`src/hdl/dmv_pkg.sv`:
```
// Shared constants and types for the dense matrix-vector multiplier.
`default_nettype none

package dmv_pkg;

   localparam int MAX_ORDER   = 4096;
   localparam int ADDR_W      = $clog2(MAX_ORDER);
   localparam int N_W         = $clog2(MAX_ORDER + 1);
   localparam int ORDER_W     = 13;
   localparam int ORDER_RESET = 1024;
   localparam int ORDER_RESET_EFF = (ORDER_RESET > MAX_ORDER) ? MAX_ORDER : ORDER_RESET;
   localparam int VAL_W       = 32;
   localparam int ROW_W       = 12;
   localparam int CHK_W       = 48;
   localparam int ACC_W       = 64;
   localparam int QUEUE_DEPTH = 4;
   localparam int QPTR_W      = $clog2(QUEUE_DEPTH);
   localparam int QCNT_W      = $clog2(QUEUE_DEPTH + 1);

   localparam logic KIND_VECTOR = 1'b0;
   localparam logic KIND_MATRIX = 1'b1;

   typedef struct packed {
      logic             end_row;
      logic             last_row;
      logic [ROW_W-1:0] row_index;
   } tag_type;

   typedef struct packed {
      logic signed [VAL_W-1:0] mat_val;
      logic signed [VAL_W-1:0] vec_val;
      tag_type                 tag;
   } item_type;

endpackage

`default_nettype wire

```
`src/hdl/dmv_back.sv`:
```
// Back end: multiply, saturating accumulate, rounding, checksum and result register.
`default_nettype none

module dmv_back (
   input  wire logic                          clock,
   input  wire logic                          reset,
   input  wire logic                          cfg_write,
   input  wire logic                          q_valid,
   output logic                               q_ready,
   input  wire dmv_pkg::item_type             q_item,
   output logic                               rsp_valid,
   input  wire logic                          rsp_ready,
   output logic [dmv_pkg::ROW_W-1:0]          rsp_row_index,
   output logic signed [dmv_pkg::VAL_W-1:0]   rsp_row_result,
   output logic signed [dmv_pkg::CHK_W-1:0]   rsp_checksum,
   output logic                               rsp_last_row
);

   logic go;

   logic                              m_valid_ff, m_valid_in;
   logic signed [dmv_pkg::ACC_W-1:0]  m_prod_ff, m_prod_in;
   dmv_pkg::tag_type                  m_tag_ff, m_tag_in;

   logic signed [dmv_pkg::ACC_W-1:0]  acc_ff, acc_in;
   logic                              a_valid_ff, a_valid_in;
   logic signed [dmv_pkg::ACC_W-1:0]  a_acc_ff, a_acc_in;
   dmv_pkg::tag_type                  a_tag_ff, a_tag_in;

   logic                              r_valid_ff, r_valid_in;
   logic signed [dmv_pkg::VAL_W-1:0]  r_res_ff, r_res_in;
   dmv_pkg::tag_type                  r_tag_ff, r_tag_in;

   logic signed [dmv_pkg::CHK_W-1:0]  chk_ff, chk_in;
   logic                              out_valid_ff, out_valid_in;
   logic [dmv_pkg::ROW_W-1:0]         out_row_ff, out_row_in;
   logic signed [dmv_pkg::VAL_W-1:0]  out_res_ff, out_res_in;
   logic signed [dmv_pkg::CHK_W-1:0]  out_chk_ff, out_chk_in;
   logic                              out_last_ff, out_last_in;

   logic [dmv_pkg::ACC_W:0]           acc_sum;
   logic signed [dmv_pkg::ACC_W-1:0]  acc_sat;
   logic [dmv_pkg::ACC_W:0]           rnd_sum;
   logic [dmv_pkg::ACC_W-16:0]        rnd_q;
   logic [dmv_pkg::CHK_W:0]           chk_sum;
   logic signed [dmv_pkg::CHK_W-1:0]  chk_sat;

   assign go      = !out_valid_ff || rsp_ready;
   assign q_ready = go;

   // saturating 64-bit accumulate
   always_comb begin
      acc_sum = {acc_ff[dmv_pkg::ACC_W-1], acc_ff} + {m_prod_ff[dmv_pkg::ACC_W-1], m_prod_ff};
      if (acc_sum[dmv_pkg::ACC_W] != acc_sum[dmv_pkg::ACC_W-1]) begin
         acc_sat = acc_sum[dmv_pkg::ACC_W] ? {1'b1, {(dmv_pkg::ACC_W-1){1'b0}}}
                                           : {1'b0, {(dmv_pkg::ACC_W-1){1'b1}}};
      end else begin
         acc_sat = $signed(acc_sum[dmv_pkg::ACC_W-1:0]);
      end
   end

   // Q32.32 -> Q16.16, round half up, saturate to 32 bits
   always_comb begin
      rnd_sum = {a_acc_ff[dmv_pkg::ACC_W-1], a_acc_ff} + (dmv_pkg::ACC_W+1)'(32768);
      rnd_q   = rnd_sum[dmv_pkg::ACC_W:16];
      if (rnd_q[dmv_pkg::ACC_W-16:dmv_pkg::VAL_W-1] != '0 &&
          rnd_q[dmv_pkg::ACC_W-16:dmv_pkg::VAL_W-1] != '1) begin
         r_res_in = rnd_q[dmv_pkg::ACC_W-16] ? {1'b1, {(dmv_pkg::VAL_W-1){1'b0}}}
                                             : {1'b0, {(dmv_pkg::VAL_W-1){1'b1}}};
      end else begin
         r_res_in = $signed(rnd_q[dmv_pkg::VAL_W-1:0]);
      end
   end

   // saturating 48-bit checksum
   always_comb begin
      chk_sum = {chk_ff[dmv_pkg::CHK_W-1], chk_ff}
              + {{(dmv_pkg::CHK_W+1-dmv_pkg::VAL_W){r_res_ff[dmv_pkg::VAL_W-1]}}, r_res_ff};
      if (chk_sum[dmv_pkg::CHK_W] != chk_sum[dmv_pkg::CHK_W-1]) begin
         chk_sat = chk_sum[dmv_pkg::CHK_W] ? {1'b1, {(dmv_pkg::CHK_W-1){1'b0}}}
                                           : {1'b0, {(dmv_pkg::CHK_W-1){1'b1}}};
      end else begin
         chk_sat = $signed(chk_sum[dmv_pkg::CHK_W-1:0]);
      end
   end

   always_comb begin
      m_valid_in   = m_valid_ff;
      m_prod_in    = m_prod_ff;
      m_tag_in     = m_tag_ff;
      acc_in       = acc_ff;
      a_valid_in   = a_valid_ff;
      a_acc_in     = a_acc_ff;
      a_tag_in     = a_tag_ff;
      r_valid_in   = r_valid_ff;
      r_tag_in     = r_tag_ff;
      chk_in       = chk_ff;
      out_valid_in = out_valid_ff;
      out_row_in   = out_row_ff;
      out_res_in   = out_res_ff;
      out_chk_in   = out_chk_ff;
      out_last_in  = out_last_ff;
      if (go) begin
         m_valid_in = q_valid;
         m_prod_in  = q_item.mat_val * q_item.vec_val;
         m_tag_in   = q_item.tag;

         a_valid_in = m_valid_ff && m_tag_ff.end_row;
         a_acc_in   = acc_sat;
         a_tag_in   = m_tag_ff;
         if (m_valid_ff) begin
            acc_in = m_tag_ff.end_row ? '0 : acc_sat;
         end

         r_valid_in = a_valid_ff;
         r_tag_in   = a_tag_ff;

         out_valid_in = r_valid_ff;
         out_row_in   = r_tag_ff.row_index;
         out_res_in   = r_res_ff;
         out_chk_in   = chk_sat;
         out_last_in  = r_tag_ff.last_row;
         if (r_valid_ff) begin
            chk_in = r_tag_ff.last_row ? '0 : chk_sat;
         end
      end
      if (cfg_write) begin
         acc_in = '0;
         chk_in = '0;
      end
   end

   always_ff @(posedge clock) begin
      if (reset) begin
         m_valid_ff   <= 1'b0;
         a_valid_ff   <= 1'b0;
         r_valid_ff   <= 1'b0;
         out_valid_ff <= 1'b0;
         acc_ff       <= '0;
         chk_ff       <= '0;
      end else begin
         m_valid_ff   <= m_valid_in;
         a_valid_ff   <= a_valid_in;
         r_valid_ff   <= r_valid_in;
         out_valid_ff <= out_valid_in;
         acc_ff       <= acc_in;
         chk_ff       <= chk_in;
      end
   end

   always_ff @(posedge clock) begin
      m_prod_ff   <= m_prod_in;
      m_tag_ff    <= m_tag_in;
      a_acc_ff    <= a_acc_in;
      a_tag_ff    <= a_tag_in;
      if (go) begin
         r_res_ff <= r_res_in;
      end
      r_tag_ff    <= r_tag_in;
      out_row_ff  <= out_row_in;
      out_res_ff  <= out_res_in;
      out_chk_ff  <= out_chk_in;
      out_last_ff <= out_last_in;
   end

   assign rsp_valid      = out_valid_ff;
   assign rsp_row_index  = out_row_ff;
   assign rsp_row_result = out_res_ff;
   assign rsp_checksum   = out_chk_ff;
   assign rsp_last_row   = out_last_ff;

endmodule

`default_nettype wire

```
`config.mk`:
```
export PLATFORM = sky130hd
export DESIGN_NAME = dmv_back
export DESIGN_NICKNAME = d
export VERILOG_FILES = /design/src/hdl/dmv_pkg.sv /design/src/hdl/dmv_back.sv
export SDC_FILE = /design/constraint.sdc
export NUM_CORES = 2
export LEC_CHECK = 0
export ABC_AREA = 0
export BUFFER_PORTS_ARGS = -buffer_cell sky130_fd_sc_hd__clkbuf_2
export CAP_MARGIN = 20
export CORE_ASPECT_RATIO = 1.25
export CORE_MARGIN = 8
export CORE_UTILIZATION = 35
export DETAILED_ROUTE_END_ITERATION = 8
export PLACE_DENSITY = 0.52
export SYNTH_ARGS = -nofsm -noshare
export SYNTH_HDL_FRONTEND = slang
export SYNTH_SLANG_ARGS = --single-unit
```
`constraint.sdc`:
```
create_clock -name clock -period 15.75 [get_ports clock]
set_input_delay 2.3625 -clock clock [delete_from_list [all_inputs] [get_ports clock]]
set_output_delay 2.3625 -clock clock [all_outputs]
set_load 0.01 [all_outputs]
```
After elaboration in Yosys (flattened, before gate mapping). Index checks and enable logic that the tools add are counted.

Bits in registers: 409. Bits of input ports: 83. Output and inout port bits: 95. Word-level logic and storage cells: 43.

Add/subtract/negate cells: 3. Multipliers: 1. Eq/ne operators: 3. Multiplexer cells: 8. Reductions and logical operators: 8.

Operators by type and width (number): 64-bit 2-to-1 mux (3); 48-bit 2-to-1 mux (3); 64-bit by 17-bit adder with 65-bit output, second input constant (1); 64-bit by 64-bit adder with 65-bit output (1); 32-bit by 32-bit multiplier with 64-bit output (1); 32-bit 2-to-1 mux (2); 48-bit by 32-bit adder with 49-bit output (1); 18-bit inequality test, second input constant (1); 18-bit nonzero test (1); 2-bit AND reduction (2); 1-bit logical AND (2); 1-bit inequality test (2); 2-bit OR reduction (1); 1-bit logical NOT (1); 1-bit logical OR (1).

Logic depth before layout (Yosys ltp).
Depth after elaboration: 4. Depth in mapped cells: 30. Mapped depth without buffers: 28.

Worst setup path before layout. Ideal clock, no wire load.

Path type: input port to output port. Start: input port rsp_ready. End: output port q_ready. Arrival time: 10.258 ns. Data required time: 13.388 ns. Setup slack: 3.129 ns. Cell stages on the path: 2. Buffers on the path: 1. Cells stage by stage: nand2b_1 > clkbuf_1.

Cells in the longest elaborated chain, start to end: 1.

RTL lines: from (decl) (line dmv_back.sv:12) `input wire logic rsp_ready,`; 1-bit logical OR (line dmv_back.sv:48) `assign go = !out_valid_ff || rsp_ready;`; to (decl) (line dmv_back.sv:9) `output logic q_ready,`.

Every way passes these cells.

Final worst setup path.
Start: input port q_item[20] (netlist bit). End: register m_prod_ff[63] (netlist bit) (data pin).

Cells in the longest elaborated chain, start to end: 1.

RTL lines: from (decl) (line dmv_back.sv:10) `input wire dmv_pkg::item_type q_item,`; 32-bit by 32-bit multiplier with 64-bit output (line dmv_back.sv:105) `m_prod_in = q_item.mat_val * q_item.vec_val;`; to (signal assigned) (line dmv_back.sv:152) `m_prod_ff <= m_prod_in;`; to (decl) (line dmv_back.sv:22) `logic signed [dmv_pkg::ACC_W-1:0] m_prod_ff, m_prod_in;`.

Every way passes these cells. A chain may end at the register's enable or synchronous reset.

==> run summary <==
RSZ-0062 raised after global routing - no
first-pass GRT wire length - 249000 µm
Vias - 40200
hold_sp - m_tag_ff[1]
max_cap viols - 0
Synth top area share - 38.0%
worst rel slew slack - 25.7%
gr ovfl total - 0
die footprint - 176000 µm²
CTS clk-pin slew, worst paths - 0.06 ns
# hold bufs at CTS - 0
Final setup viols - 0
Netlist cell types - 91
Reg2Reg Depth - 13
PortBufs - 177
register area - 10700 µm²
Avg WL per Cell - 19.5 µm
layout cell share with drive strength beyond 1 - 5.77%
fmax - 90.9 MHz
Post-synth top flop - edfxtp_1
count leader, synth - fa_1
Worst Hold Class - reg2reg
Sink Count - 394
initial antenna violation count - 7
register bit count reported by yosys - 394
Site Rows - 165
FF-to-FF setup slack - 11.10 ns
gr usage total - 17.7%
reg2reg end - chk_ff[29]
pre-CTS setup slack - 4.08 ns
Die Y - 468 µm
Worst EP arrival - 11.32 ns
worst-skew pair later-pin latency - 0.59 ns
ys async rst share - 0%
NumNets Final - 7291
pin count of the biggest net entering global routing - 150
CP Buf/Inv Count - 8
cell taking the most area after synthesis - fa_1
top post-synthesis cells by area - fa_1 (38%), edfxtp_1 (15%), ha_1 (6.5%)
number of CTS-inserted buffers - 41
postcts setup bufs - 0
vias in the first global route - 44000
fill count - 16500
yosys warns - 0
Die X - 377 µm
CP delay by family, top - adder cells
Slew @ Worst Pin - 1.11 ns
final hold violations - 0
Worst Hold Depth - 0
htree depth - 2
vias per cell - 5.01
IO Pins - 178
post-route clock period utilization - 69.8%
Max clock buf depth - 3
min Tclk post-route - 11.00 ns
Final WS setup - 4.75 ns
dpl hpwl - 122000 µm
DR pass1 iterations - 7
clock skew - 0.0241 ns
GPL Wtd Cong - 0.849
most used cell, CP - fa_1
synthesized cell area - 57100 µm²
top cells by count, synth - fa_1 (1084), inv_1 (982), nand2_1 (684)
clock root buffer - clkbuf_16
number of nets still failing antenna checks after routing - 0
CTS tree - done
syn avg cell area - 9.72 µm²
drc violations - 0
status - completed
Routed WL - 157000 µm
required time worst endpoint - 16.07 ns
Hold Path End - a_tag_ff[1]
P&R area growth vs syn - 7.25%
sequential-to-total area share from yosys stat - 18.7%
Initial Util - 35.3%
critical path capture point type - flip-flop
multi-input logic area - 41500 µm²
delay of the slowest critical-path stage - 0.77 ns
EDFF count, synth - 278
Pins Over Slew Limit - 0
peak fanout along the critical path - 32
Worst R2R Start - r_res_ff[31]
initial drt markers - 1924
core area - 162000 µm²
Syn Inst Count - 5875
post-CTS sizing - 0
CP Class - in2reg
Syn Nets - 7339
setup TNS - 0 ns
critical path startpoint category - input pin
CP max-delay cell - o31ai_1
[sequential cells by signal, summed over array words and instances (netlist names)]
signal,flops
rsp_row_result,32
m_valid_ff,1
a_acc_ff,49
rsp_row_index,12
a_tag_ff,13
rsp_checksum,48
r_tag_ff,13
rsp_last_row,1
r_res_ff,32
chk_ff,48
acc_ff,64
rsp_valid,1
m_tag_ff,14
r_valid_ff,1
a_valid_ff,1
m_prod_ff,64
[per-layer routing]
metal / vias up / routed length, µm / GRT usage (%)
li1: 18400 / - / -
met1: 20600 / 70400 / 24.0
met2: 1042 / 74200 / 30.2
met3: 227 / 7930 / 2.06
met4: 4 / 4240 / 4.47
met5: - / 27 / 0
[per-stage QoR]
stage | util [%] | hold slack [ns] | instance area, µm² | std cells
after CTS | 37.8 | 0.420 | 61200 | 8030
after detailed placement | 37.0 | 0.405 | 59800 | 7954
after global routing | 37.8 | 0.421 | 61200 | 8031
after global placement | 37.0 | 0.401 | 59800 | 7954
final | 37.8 | 0.416 | 61200 | 8033
after floorplan | - | 0.400 | 57100 | 5875
[cell families (layout without fill, tap and decap cells)]
family	count (synthesis)	count (layout)	share of synthesized area, %
other	0	2	0
adders and majority gates	1398	1398	44.8
xor gates and xnor gates	210	210	3.22
and+or+nand+nor	1749	1749	15.1
muxes	5	5	0.0898
DFF	394	394	18.7
AOI/OAI and AO/OA	826	826	9.47
buffers and inverters	1293	1278	8.66
[final cells by class]
type	instances	share of cell area, %
clock inverters	23	0.421
multi-input cells	4188	67.8
flip-flops and latches	394	17.4
repair buffers	220	2.01
well taps	2171	4.44
diodes	2	0.00817
inverters	982	6.02
clock buffers	53	1.85
[worst max path at each step]
stage                     from       endpoint  slack (ns)  cells after the start
floorplan            rsp_ready        q_ready        3.13                      2
global placement    q_item[19]  m_prod_ff[63]        4.25                     26
detailed placement  q_item[19]  m_prod_ff[63]        4.08                     28
CTS                 q_item[19]  m_prod_ff[63]        4.70                     28
global route        q_item[19]  m_prod_ff[63]        4.22                     28
finish              q_item[20]  m_prod_ff[63]        4.75                     28
[layout by cell type, fill, tap and decap left out, types with 18 or more instances in the layout]
master        n
fa_1       1084
inv_1       982
nand2_1     682
and2_1      539
ha_1        297
edfxtp_1    278
a21oi_1     248
nor2_1      233
clkbuf_2    177
a21o_1      131
xnor2_1     119
dfxtp_1     116
o21ai_0     106
xor2_1       91
nand3_1      68
o21bai_1     61
o21ai_1      56
and3_1       45
clkbuf_16    42
buf_4        41
nand4_1      35
nor3_1       32
nand2b_1     29
nor2b_1      21
a31oi_1      20
a211oi_1     20
o211ai_1     18
Power is left out: the tool's default activity adds up to more than one toggle a clock period on the data nets, which glitch-free logic cannot reach.
