--- src/hdl/dmv_pkg.sv ---
// Shared constants and types for the dense matrix-vector multiplier.
`default_nettype none

package dmv_pkg;

   localparam int MAX_ORDER   = 4096;
   localparam int ADDR_W      = $clog2(MAX_ORDER);
   localparam int N_W         = $clog2(MAX_ORDER + 1);
   localparam int ORDER_W     = 13;
   localparam int ORDER_RESET = 1024;
   localparam int ORDER_RESET_EFF = (ORDER_RESET > MAX_ORDER) ? MAX_ORDER : ORDER_RESET;
   localparam int VAL_W       = 32;
   localparam int ROW_W       = 12;
   localparam int CHK_W       = 48;
   localparam int ACC_W       = 64;
   localparam int QUEUE_DEPTH = 4;
   localparam int QPTR_W      = $clog2(QUEUE_DEPTH);
   localparam int QCNT_W      = $clog2(QUEUE_DEPTH + 1);

   localparam logic KIND_VECTOR = 1'b0;
   localparam logic KIND_MATRIX = 1'b1;

   typedef struct packed {
      logic             end_row;
      logic             last_row;
      logic [ROW_W-1:0] row_index;
   } tag_type;

   typedef struct packed {
      logic signed [VAL_W-1:0] mat_val;
      logic signed [VAL_W-1:0] vec_val;
      tag_type                 tag;
   } item_type;

endpackage

`default_nettype wire

--- src/hdl/dmv_queue.sv ---
// Short FIFO between the front end and the multiply-accumulate back end.
`default_nettype none

module dmv_queue (
   input  wire logic              clock,
   input  wire logic              reset,
   input  wire logic              in_valid,
   output logic                   in_ready,
   input  wire dmv_pkg::item_type in_item,
   output logic                   out_valid,
   input  wire logic              out_ready,
   output dmv_pkg::item_type      out_item
);

   dmv_pkg::item_type           slot_ff [dmv_pkg::QUEUE_DEPTH];
   logic [dmv_pkg::QPTR_W-1:0]  wr_ff, wr_in;
   logic [dmv_pkg::QPTR_W-1:0]  rd_ff, rd_in;
   logic [dmv_pkg::QCNT_W-1:0]  cnt_ff, cnt_in;
   logic push, pop;

   assign in_ready  = cnt_ff != dmv_pkg::QCNT_W'(dmv_pkg::QUEUE_DEPTH);
   assign out_valid = cnt_ff != '0;
   assign out_item  = slot_ff[rd_ff];
   assign push      = in_valid && in_ready;
   assign pop       = out_valid && out_ready;

   always_comb begin
      wr_in  = wr_ff;
      rd_in  = rd_ff;
      cnt_in = cnt_ff;
      if (push) begin
         wr_in = (32'(wr_ff) == dmv_pkg::QUEUE_DEPTH - 1) ? '0
                                                          : wr_ff + dmv_pkg::QPTR_W'(1);
      end
      if (pop) begin
         rd_in = (32'(rd_ff) == dmv_pkg::QUEUE_DEPTH - 1) ? '0
                                                          : rd_ff + dmv_pkg::QPTR_W'(1);
      end
      if (push && !pop) begin
         cnt_in = cnt_ff + dmv_pkg::QCNT_W'(1);
      end else if (pop && !push) begin
         cnt_in = cnt_ff - dmv_pkg::QCNT_W'(1);
      end
   end

   always_ff @(posedge clock) begin
      if (reset) begin
         wr_ff  <= '0;
         rd_ff  <= '0;
         cnt_ff <= '0;
      end else begin
         wr_ff  <= wr_in;
         rd_ff  <= rd_in;
         cnt_ff <= cnt_in;
      end
   end

   always_ff @(posedge clock) begin
      if (push) begin
         slot_ff[wr_ff] <= in_item;
      end
   end

endmodule

`default_nettype wire

--- config.mk ---
export PLATFORM = sky130hd
export DESIGN_NAME = dmv_queue
export DESIGN_NICKNAME = d
export VERILOG_FILES = /design/src/hdl/dmv_pkg.sv /design/src/hdl/dmv_queue.sv
export SDC_FILE = /design/constraint.sdc
export NUM_CORES = 1
export LEC_CHECK = 0
export BUFFER_PORTS_ARGS = -buffer_cell sky130_fd_sc_hd__buf_2
export CAP_MARGIN = 0
export CORE_MARGIN = 3
export CORE_UTILIZATION = 50
export CTS_CLUSTER_SIZE = 14
export DETAILED_ROUTE_END_ITERATION = 10
export PLACE_DENSITY = 0.71
export REMOVE_ABC_BUFFERS = 1
export SLEW_MARGIN = 20
export SYNTH_ARGS = -nofsm -noshare
export SYNTH_HDL_FRONTEND = slang
export SYNTH_SLANG_ARGS = --single-unit
--- constraint.sdc ---
create_clock -name clock -period 2.76 [get_ports clock]
set_input_delay 0.138 -clock clock [delete_from_list [all_inputs] [get_ports clock]]
set_output_delay 0.138 -clock clock [all_outputs]
set_load 0.01 [all_outputs]
**After elaboration in Yosys (flattened, before gate mapping)**

Memory sizes are Yosys's and may differ from the RTL's. A register that Yosys moved wholly into a read port is not among the register bits.
Index checks and enable logic that the tools add are counted.

- $add $sub $neg: 4
- Equal/unequal tests: 3
- Mux-type cells: 8
- Reduce and logical (&&, ||, !) cells: 8

Operators by type and width:

| operator | number |
|---|---|
| $mux W2 | 4 |
| $mux W3 | 2 |
| $add A2 B1 Y2 const B | 2 |
| $eq A2 B2 Y1 const B | 2 |
| $logic_and A1 B1 Y1 | 4 |
| $add A3 B1 Y3 const B | 1 |
| $ne A3 B3 Y1 const B | 1 |
| $reduce_bool A3 Y1 | 1 |
| $sub A3 B1 Y3 const B | 1 |
| $logic_not A1 Y1 | 2 |
| $mux W1 | 2 |
| $reduce_bool A2 Y1 | 1 |

- Register bits after elaboration: 7
- Bits in writable memories: 312
- Input bits: 82
- Word-level logic and storage cells: 27
- Memories kept: 1

Memory list:

| memory | depth | width | read ports | clocked after Yosys merged registers in | write ports | line | text |
|---|---|---|---|---|---|---|---|
| slot_ff | 4 | 78 | 1 | 1 | 1 | dmv_queue.sv:15 | `dmv_pkg::item_type slot_ff [dmv_pkg::QUEUE_DEPTH];` |

**Longest topological paths before layout**

Gate-level depths: netlist of run 1.

- Depth after elaboration: 6
- Mapped depth: 9
- Depth with buffers taken out: 8

**Least setup slack after synthesis of run 1**

OpenSTA, ideal clock, no wires.

- Path type: register to register
- Start point: register cnt_ff[0] (netlist name)
- End point: register cnt_ff[2] (netlist name)
- Setup time: 0.070 ns
- Arrival: 2.120 ns
- Path slack: 0.570 ns
- Stages on the path, launching flop included: 10
- Path buffers: 1
- Clock period less this slack: 2.190 ns
- Cell sequence: dfxtp_1 or3b_1 clkbuf_2 and2_4 ha_1 inv_1 fa_1 xor2_1 or3_2 a21oi_1

- Word-level cells in the longest chain between the ends: 5
- Elaborated cells on any way between the ends: 13

Ends and longest elaborated chain:

| item | line | text |
|---|---|---|
| start, declared | dmv_queue.sv:18 | `logic [dmv_pkg::QCNT_W-1:0] cnt_ff, cnt_in;` |
| start signal, assigned | dmv_queue.sv:54 | `cnt_ff <= cnt_in;` |
| $ne A3 B3 Y1 * | dmv_queue.sv:21 | `assign in_ready = cnt_ff != dmv_pkg::QCNT_W'(dmv_pkg::QUEUE_DEPTH);` |
| net in_ready | dmv_queue.sv:8 | `output logic in_ready,` |
| $logic_and A1 B1 Y1 * | dmv_queue.sv:24 | `assign push = in_valid && in_ready;` |
| net push | dmv_queue.sv:19 | `logic push, pop;` |
| $logic_not A1 Y1 | dmv_queue.sv:41 | `end else if (pop && !push) begin` |
| $logic_and A1 B1 Y1 | dmv_queue.sv:41 |  |
| $reduce_bool A2 Y1 (no source line) | - |  |

Mark *: on every way through the listed nets, which the timed path passes. The rest lies on a longest branch. The select of a mux whose other input is x is not followed.
A chain may end at the register's enable or synchronous reset.

**Worst setup path in the final report of run 1**

- Start point: register cnt_ff[0] (netlist name)
- End point: register cnt_ff[2] (netlist name)

- Word-level cells in the longest chain between the ends: 5
- Elaborated cells on any way between the ends: 13

Ends and longest elaborated chain:

| item |
|---|
| branches (longest 5 deep; another with $sub A3 B1 Y3) |

Parallel ways; which one is timed is not known. The select of a mux whose other input is x is not followed.

==> results of run 1 <==
## worst register-to-register path: cells and delay by family, from the launching register on
family / cells / cell delay [ps]
adders and majority gates: 2 / 710
DFF: 1 / 370
and+or+nand+nor: 1 / 420
xor gates and xnor gates: 1 / 180
AOI/OAI and AO/OA: 2 / 660
buffers and inverters: 1 / 70
## logic make-up after synthesis
family | count (synthesis)
AND/OR/NAND/NOR | 17
AO/OA/AOI/OAI | 5
flip-flops | 321
buffers and inverters | 23
adder cells (fa/ha/maj) | 7
XOR/XNOR | 2
multiplexers | 81
## layer usage
metal / part of all wire [%] / global-route usage, % / up-vias / wire length, um
li1: - / - / 2495 / -
met1: 41 / 23.45 / 2877 / 9137
met2: 51 / 29.86 / 164 / 11380
met3: 5.6 / 3.668 / 35 / 1233
met4: 1.6 / 4.099 / 0 / 359
met5: 0 / 0 / - / 0
## flip-flops by register name (all words and copies together), names as in the netlist, named ones only
signal / flops
slot_ff: 312
cnt_ff: 3
rd_ff: 2
wr_ff: 2
## report_power, final
part	internal (mW)	switching, mW
combinational	1.28	1.30
clock	2.53	1.65
sequential	5.91	0.209
## cell type report
type	instances	area (um^2)
clock buffer	42	857.1
fill	1532	8001
clock inverter	14	166.4
timing repair buffer	254	1804
inverter	3	11.26
antenna	1	2.502
multi-input combinational	112	2056
sequential	321	9557
tap	313	391.6
## stage by stage
stage | utilization [%] | instances | setup TNS (ps) | setup WS [ps] | power [mW]
detailed placement | 56.98 | 923 | 0 | 309.7 | 8.765
floorplan | - | 436 | -105490 | -1352 | 7.740
CTS | 64.97 | 1059 | 0 | 303.1 | 13.04
global placement | 56.98 | 923 | 0 | 482.7 | 8.678
finish | 64.98 | 1060 | 0 | 310.4 | 12.87
global route | 64.98 | 1060 | 0 | 113.8 | 13.43
## path summary, 6_finish.rpt
| kind | end | slack (ps) | from | cells after the start |
|---|---|---|---|---|
| min reg2reg | cnt_ff[2] | 510 | cnt_ff[2] | 2 |
| max reg2reg | cnt_ff[2] | 310 | cnt_ff[0] | 7 |
| max | cnt_ff[2] | 310 | cnt_ff[0] | 7 |
| min | register | 40 | out_ready | 4 |
## Yosys cell counts (all sizes together), types with 3 or more instances
library cell	count	share of area, %
edfxtp	312	80
mux4	78	15
buf	13	0.72
dfxtp	9	1.5
clkbuf	7	0.23
ha	6	0.64
and3	4	0.26
inv	3	0.096
mux2i	3	0.26
nor2	3	0.096
or3	3	0.18
==> flow_summary_export.csv, run 1 <==
group,metric,value,unit
status,status,"completed",
die,die_w,159.1,um
cells_and_area,final_cell_mix,"312 x edfxtp_1, 161 x buf_2, 80 x dlygate4sd3_1",
clocking,cts.htree.levels,1,
synth,synth-compound-area-share,0.2991,%
setup_path,cp.arrival,2920,ps
synth,yosys_warnings,0,
route,ant_nets,0,
route,drt_wl_total,22.12,mm
job,cap_violations,0,
die,core_area,0.02285,mm^2
cells_and_area,area_growth,26.75,%
sta,report.final.slew_viol_count,0,
grt,grt_max_degree,44,
route,wl_per_cell,20.86,um
die,ios,162,
setup_path,critPathMaxFanout,5,
pwr,p_leak,5.051,nW
placement,io_buffers,161,
clocking,root_buffer,"clkbuf_16",
sta,finalHoldViolCount,0,
sta,skew,16.07,ps
setup_path,worstPathRequired,3230,ps
clocking,cts_buffer_depth,3,
placement,placed_area,0.01302,mm^2
synth,synthMuxAreaShare,15.25,%
clocking,cts_tree,"built",
clocking,insertion_delay,540,ps
clocking,cts-resized-gates,0,
sta,setup-violations-final,0,
sta,rsz0062_at_grt,"no",
route,drc,0,
clocking,path_clk_slew,60,ps
die,start_util,51.27,%
clocking,cts_made_buffers,31,
sta,maxSlewHeadroom,63.54,%
worst_hold_path,hold_class,"input port to register",
clocking,post_cts_buffers,0,
grt,antenna_found_initial,1,
synth,async_flop_share,0,%
placement,dp_hpwl,12.85,mm
synth,synth_cell_type_count,26,
sta,worstMarginPinSlew,542.2,ps
grt,grt_overflow,0,
setup_path,end_kind,"register",
synth,netlist_instances,456,
setup_path,critPathMaxStageDelay,520,ps
synth,synthFlopType,"edfxtp_1",
synth,synth_edf_count,312,
synth,synthSimpleGateAreaFrac,0.9080,%
die,dieArea,0.02530,mm^2
grt,grt_pass1_wl,34.75,mm
placement,gp_congestion,0.7054,
synth,synth_top_family_by_area,"multiplexers",
route,vias,5571,
synth,yosys_register_bits,321,
setup_path,cp-start-kind,"register",
grt,grt_usage,17.46,%
synth,seq_area_frac_synth,81.53,%
grt,grt_pass1_vias,6114,
clocking,cts.sinks,321,
route,vias_per_cell,5.256,
synth,postSynthAreaPerCell,25.69,um^2
synth,synthXorXnorAreaFrac,0.1496,%
sta,whs,42.24,ps
pwr,vdd_drop_max,0.8519,mV
cells_and_area,final_common_cell,"edfxtp_1",
setup_path,cp_top_family,"adder cells",
setup_path,crit_type,"register to register",
setup_path,critPathBufInv,1,
setup_path,worst_path_max_delay_cell,"o31ai_1",
sta,layout_min_cycle_time,2450,ps
synth,synth_area,0.01171,mm^2
die,die_y,159.1,um
pwr,cellPowerDensity,867.1,mW/mm^2
sta,fin_crit_sh,88.75,%
cells_and_area,finalNetCount,812,
cells_and_area,fin_area,0.01485,mm^2
cells_and_area,drive_above_1_share,41.02,%
die,rows,55,
synth,synth_fa_ha_area_share,0.8119,%
clocking,postCtsHoldBufs,80,
route,dr.pass1.iters,4,
sta,fmax,408.2,MHz
setup_path,critical_path.cell_chain,"o31ai_1 -> ha_1 -> inv_1 -> fa_1 -> xor2_1 -> or3_2 -> a21oi_1",
route,drt_iter0_drc,324,
Power figures use the tool's default switching activity.
==> run 2: changes to the inputs <==
--- a/config.mk
+++ b/config.mk
@@ -6,13 +6,11 @@
 export NUM_CORES = 1
 export LEC_CHECK = 0
 export BUFFER_PORTS_ARGS = -buffer_cell sky130_fd_sc_hd__buf_2
-export CAP_MARGIN = 0
 export CORE_MARGIN = 3
 export CORE_UTILIZATION = 50
 export CTS_CLUSTER_SIZE = 14
 export DETAILED_ROUTE_END_ITERATION = 10
 export PLACE_DENSITY = 0.71
-export REMOVE_ABC_BUFFERS = 1
 export SLEW_MARGIN = 20
 export SYNTH_ARGS = -nofsm -noshare
 export SYNTH_HDL_FRONTEND = slang
==> constraint.sdc (replaced) <==
create_clock -name clock -period 2.76 [get_ports clock]
set_input_delay 0.138 -clock clock [delete_from_list [all_inputs] [get_ports clock]]
set_output_delay 0.138 -clock clock [all_outputs]
set_load 0.05 [all_outputs]
==> flow_summary_export.csv, run 2 (same netlist as run 1, synthesis figures left out) <==
group,metric,value,unit
status,status,"completed",
setup_path,cp.arrival,2900,ps
cells_and_area,fin_area,0.01486,mm^2
pwr,p_leak,5.059,nW
die,die_w,159.1,um
sta,whs,86.14,ps
cells_and_area,fin_util,65.05,%
route,drt_iter0_drc,440,
setup_path,ff2ff_setup_slack,280,ps
route,wl_per_cell,20.68,um
grt,grt_pass1_wl,35.45,mm
sta,fmax,402.5,MHz
pwr,pwr-share-seq,42.6,%
placement,io_buffers,161,
cells_and_area,drive_above_1_share,41.15,%
setup_path,worstPathRequired,3170,ps
clocking,cts_made_buffers,34,
setup_path,worst_path_max_delay_cell,"o31ai_1",
route,dr.pass1.iters,4,
die,start_util,51.27,%
cells_and_area,finalNetCount,815,
cells_and_area,antenna_cells,0,
cells_and_area,reg_top3,"slot_ff: 312 flops, cnt_ff: 3 flops",
die,die_y,159.1,um
pwr,power.internal,9.711,mW
sta,fin_setup_tns,0,ps
sta,setup-violations-final,0,
synth,syn_nets,545,
setup_path,critPathMaxStageDelay,560,ps
sta,fin_crit_sh,90.02,%
placement,gp_congestion,0.7508,
pwr,p_switching,4.618,mW
clocking,cts.htree.levels,2,
placement,placed_area,0.01301,mm^2
pwr,switching_share,32.23,%
sta,setup_slack,275.5,ps
route,vias_per_cell,5.283,
pwr,pwr-share-comb,27.8,%
clocking,postCtsHoldBufs,80,
pwr,cellPowerDensity,964.1,mW/mm^2
die,ios,162,
setup_path,critPathMaxFanout,5,
pwr,vdd_drop_max,0.7617,mV
cells_and_area,largest-register,"slot_ff",
cells_and_area,final_cell_mix,"312 x edfxtp_1, 161 x buf_2, 80 x dlygate4sd3_1",
clocking,cts-resized-gates,0,
job,cap_violations,0,
route,vias,5621,
clocking,insertion_delay,500,ps
grt,grt_overflow,0,
clocking,post_cts_buffers,0,
grt,grt_usage,17.90,%
sta,finalHoldViolCount,0,
sta,report.final.slew_viol_count,0,
sta,rsz0062_at_grt,"no",
sta,skew,16.79,ps
die,dieArea,0.02530,mm^2
sta,worstMarginPinSlew,597.7,ps
clocking,cts.sinks,321,
route,drc,0,
worst_hold_path,hold_class,"input port to register",
cells_and_area,n_fill_cell,1562,
route,ant_nets,0,
grt,grt_max_degree,79,
clocking,cts_tree,"built",
setup_path,r2r-end,"cnt_ff[2]",
setup_path,end_kind,"register",
die,core_area,0.02285,mm^2
setup_path,reg2reg_depth,7,
cells_and_area,area_growth,26.89,%
cells_and_area,final_common_cell,"edfxtp_1",
die,rows,55,
cells_and_area,largest_reg_flops,312,
setup_path,crit-reg2reg-launch,"cnt_ff[0]",
sta,layout_min_cycle_time,2484,ps
placement,dp_hpwl,12.83,mm
worst_hold_path,hp-start,"out_ready",
sta,maxSlewHeadroom,59.81,%
worst_hold_path,holdPathStages,4,
grt,grt_pass1_vias,6275,
clocking,cts_buffer_depth,3,
clocking,path_clk_slew,50,ps
setup_path,critical_path.cell_chain,"o31ai_1 -> ha_1 -> inv_1 -> fa_1 -> xor2_1 -> or3_2 -> a21oi_1",
grt,antenna_found_initial,0,
route,drt_wl_total,22.00,mm
pwr,clkPwrFrac,29.6,%
placement,dpl_worst_slack,206.9,ps
setup_path,cp-start-kind,"register",
setup_path,crit_type,"register to register",
clocking,root_buffer,"clkbuf_16",
## run 2: changes by cell type in the layout (fill, tap and decap cells not counted), moves of 2 or more
cell,delta
inv_6,+2
clkbuf_8,-4
bufinv_16,-2
clkbuf_16,+4
clkbuf_1,+3
## run 2: power by group through the flow
stage / logic, mW / clock network (mW) / registers, mW
after floorplan: 3.05 / 0 / 6.10
after global placement: 3.89 / 0 / 6.17
after detailed placement: 3.93 / 0 / 6.22
after CTS: 4.03 / 4.34 / 6.12
after global routing: 4.19 / 4.56 / 6.16
final: 3.98 / 4.24 / 6.11
## run 2: how the worst max path moves through the flow
stage	slack [ps]	depth (start not counted)	to	startpoint
finish	280	7	cnt_ff[2]	cnt_ff[0]
global route	80	7	cnt_ff[2]	cnt_ff[0]
CTS	230	7	cnt_ff[2]	cnt_ff[0]
detailed placement	210	7	cnt_ff[2]	cnt_ff[0]
global placement	490	7	cnt_ff[2]	cnt_ff[0]
floorplan	380	9	cnt_ff[2]	cnt_ff[0]
## run 2: worst max-delay path, delay by kind of cell (launching register included)
family / cells / cell delay (ps)
simple gates: 1 / 410
flops: 1 / 370
buf+inv: 1 / 70
compound gates: 2 / 700
fa+ha+maj: 2 / 680
xor+xnor: 1 / 190
## run 2: layer usage
| metal | wire (um) | global-route usage, % | vias to the layer above |
|---|---|---|---|
| met1 | 9280 | 24.13 | 2904 |
| met4 | 499 | 5.969 | 0 |
| met5 | 0 | 0 | - |
| met2 | 11000 | 29.18 | 170 |
| li1 | - | - | 2509 |
| met3 | 1218 | 4.422 | 38 |
## run 2: area by class of cell
type | count | area (um^2) | share of cell area (%)
Tap cell | 313 | 391.6 | 2.635
Sequential cell | 321 | 9557 | 64.30
Clock inverter | 16 | 141.4 | 0.9513
Timing Repair Buffer | 254 | 1792 | 12.06
Multi-Input combinational cell | 112 | 2056 | 13.83
Clock buffer | 45 | 913.4 | 6.146
Inverter | 3 | 11.26 | 0.07577
## run 2: metrics by stage
step,cells,power [mW]
2_1_floorplan,456,9.156
3_3_place_gp,923,10.06
3_5_place_dp,923,10.15
4_1_cts,1064,14.49
5_1_grt,1064,14.92
6_report,1064,14.33
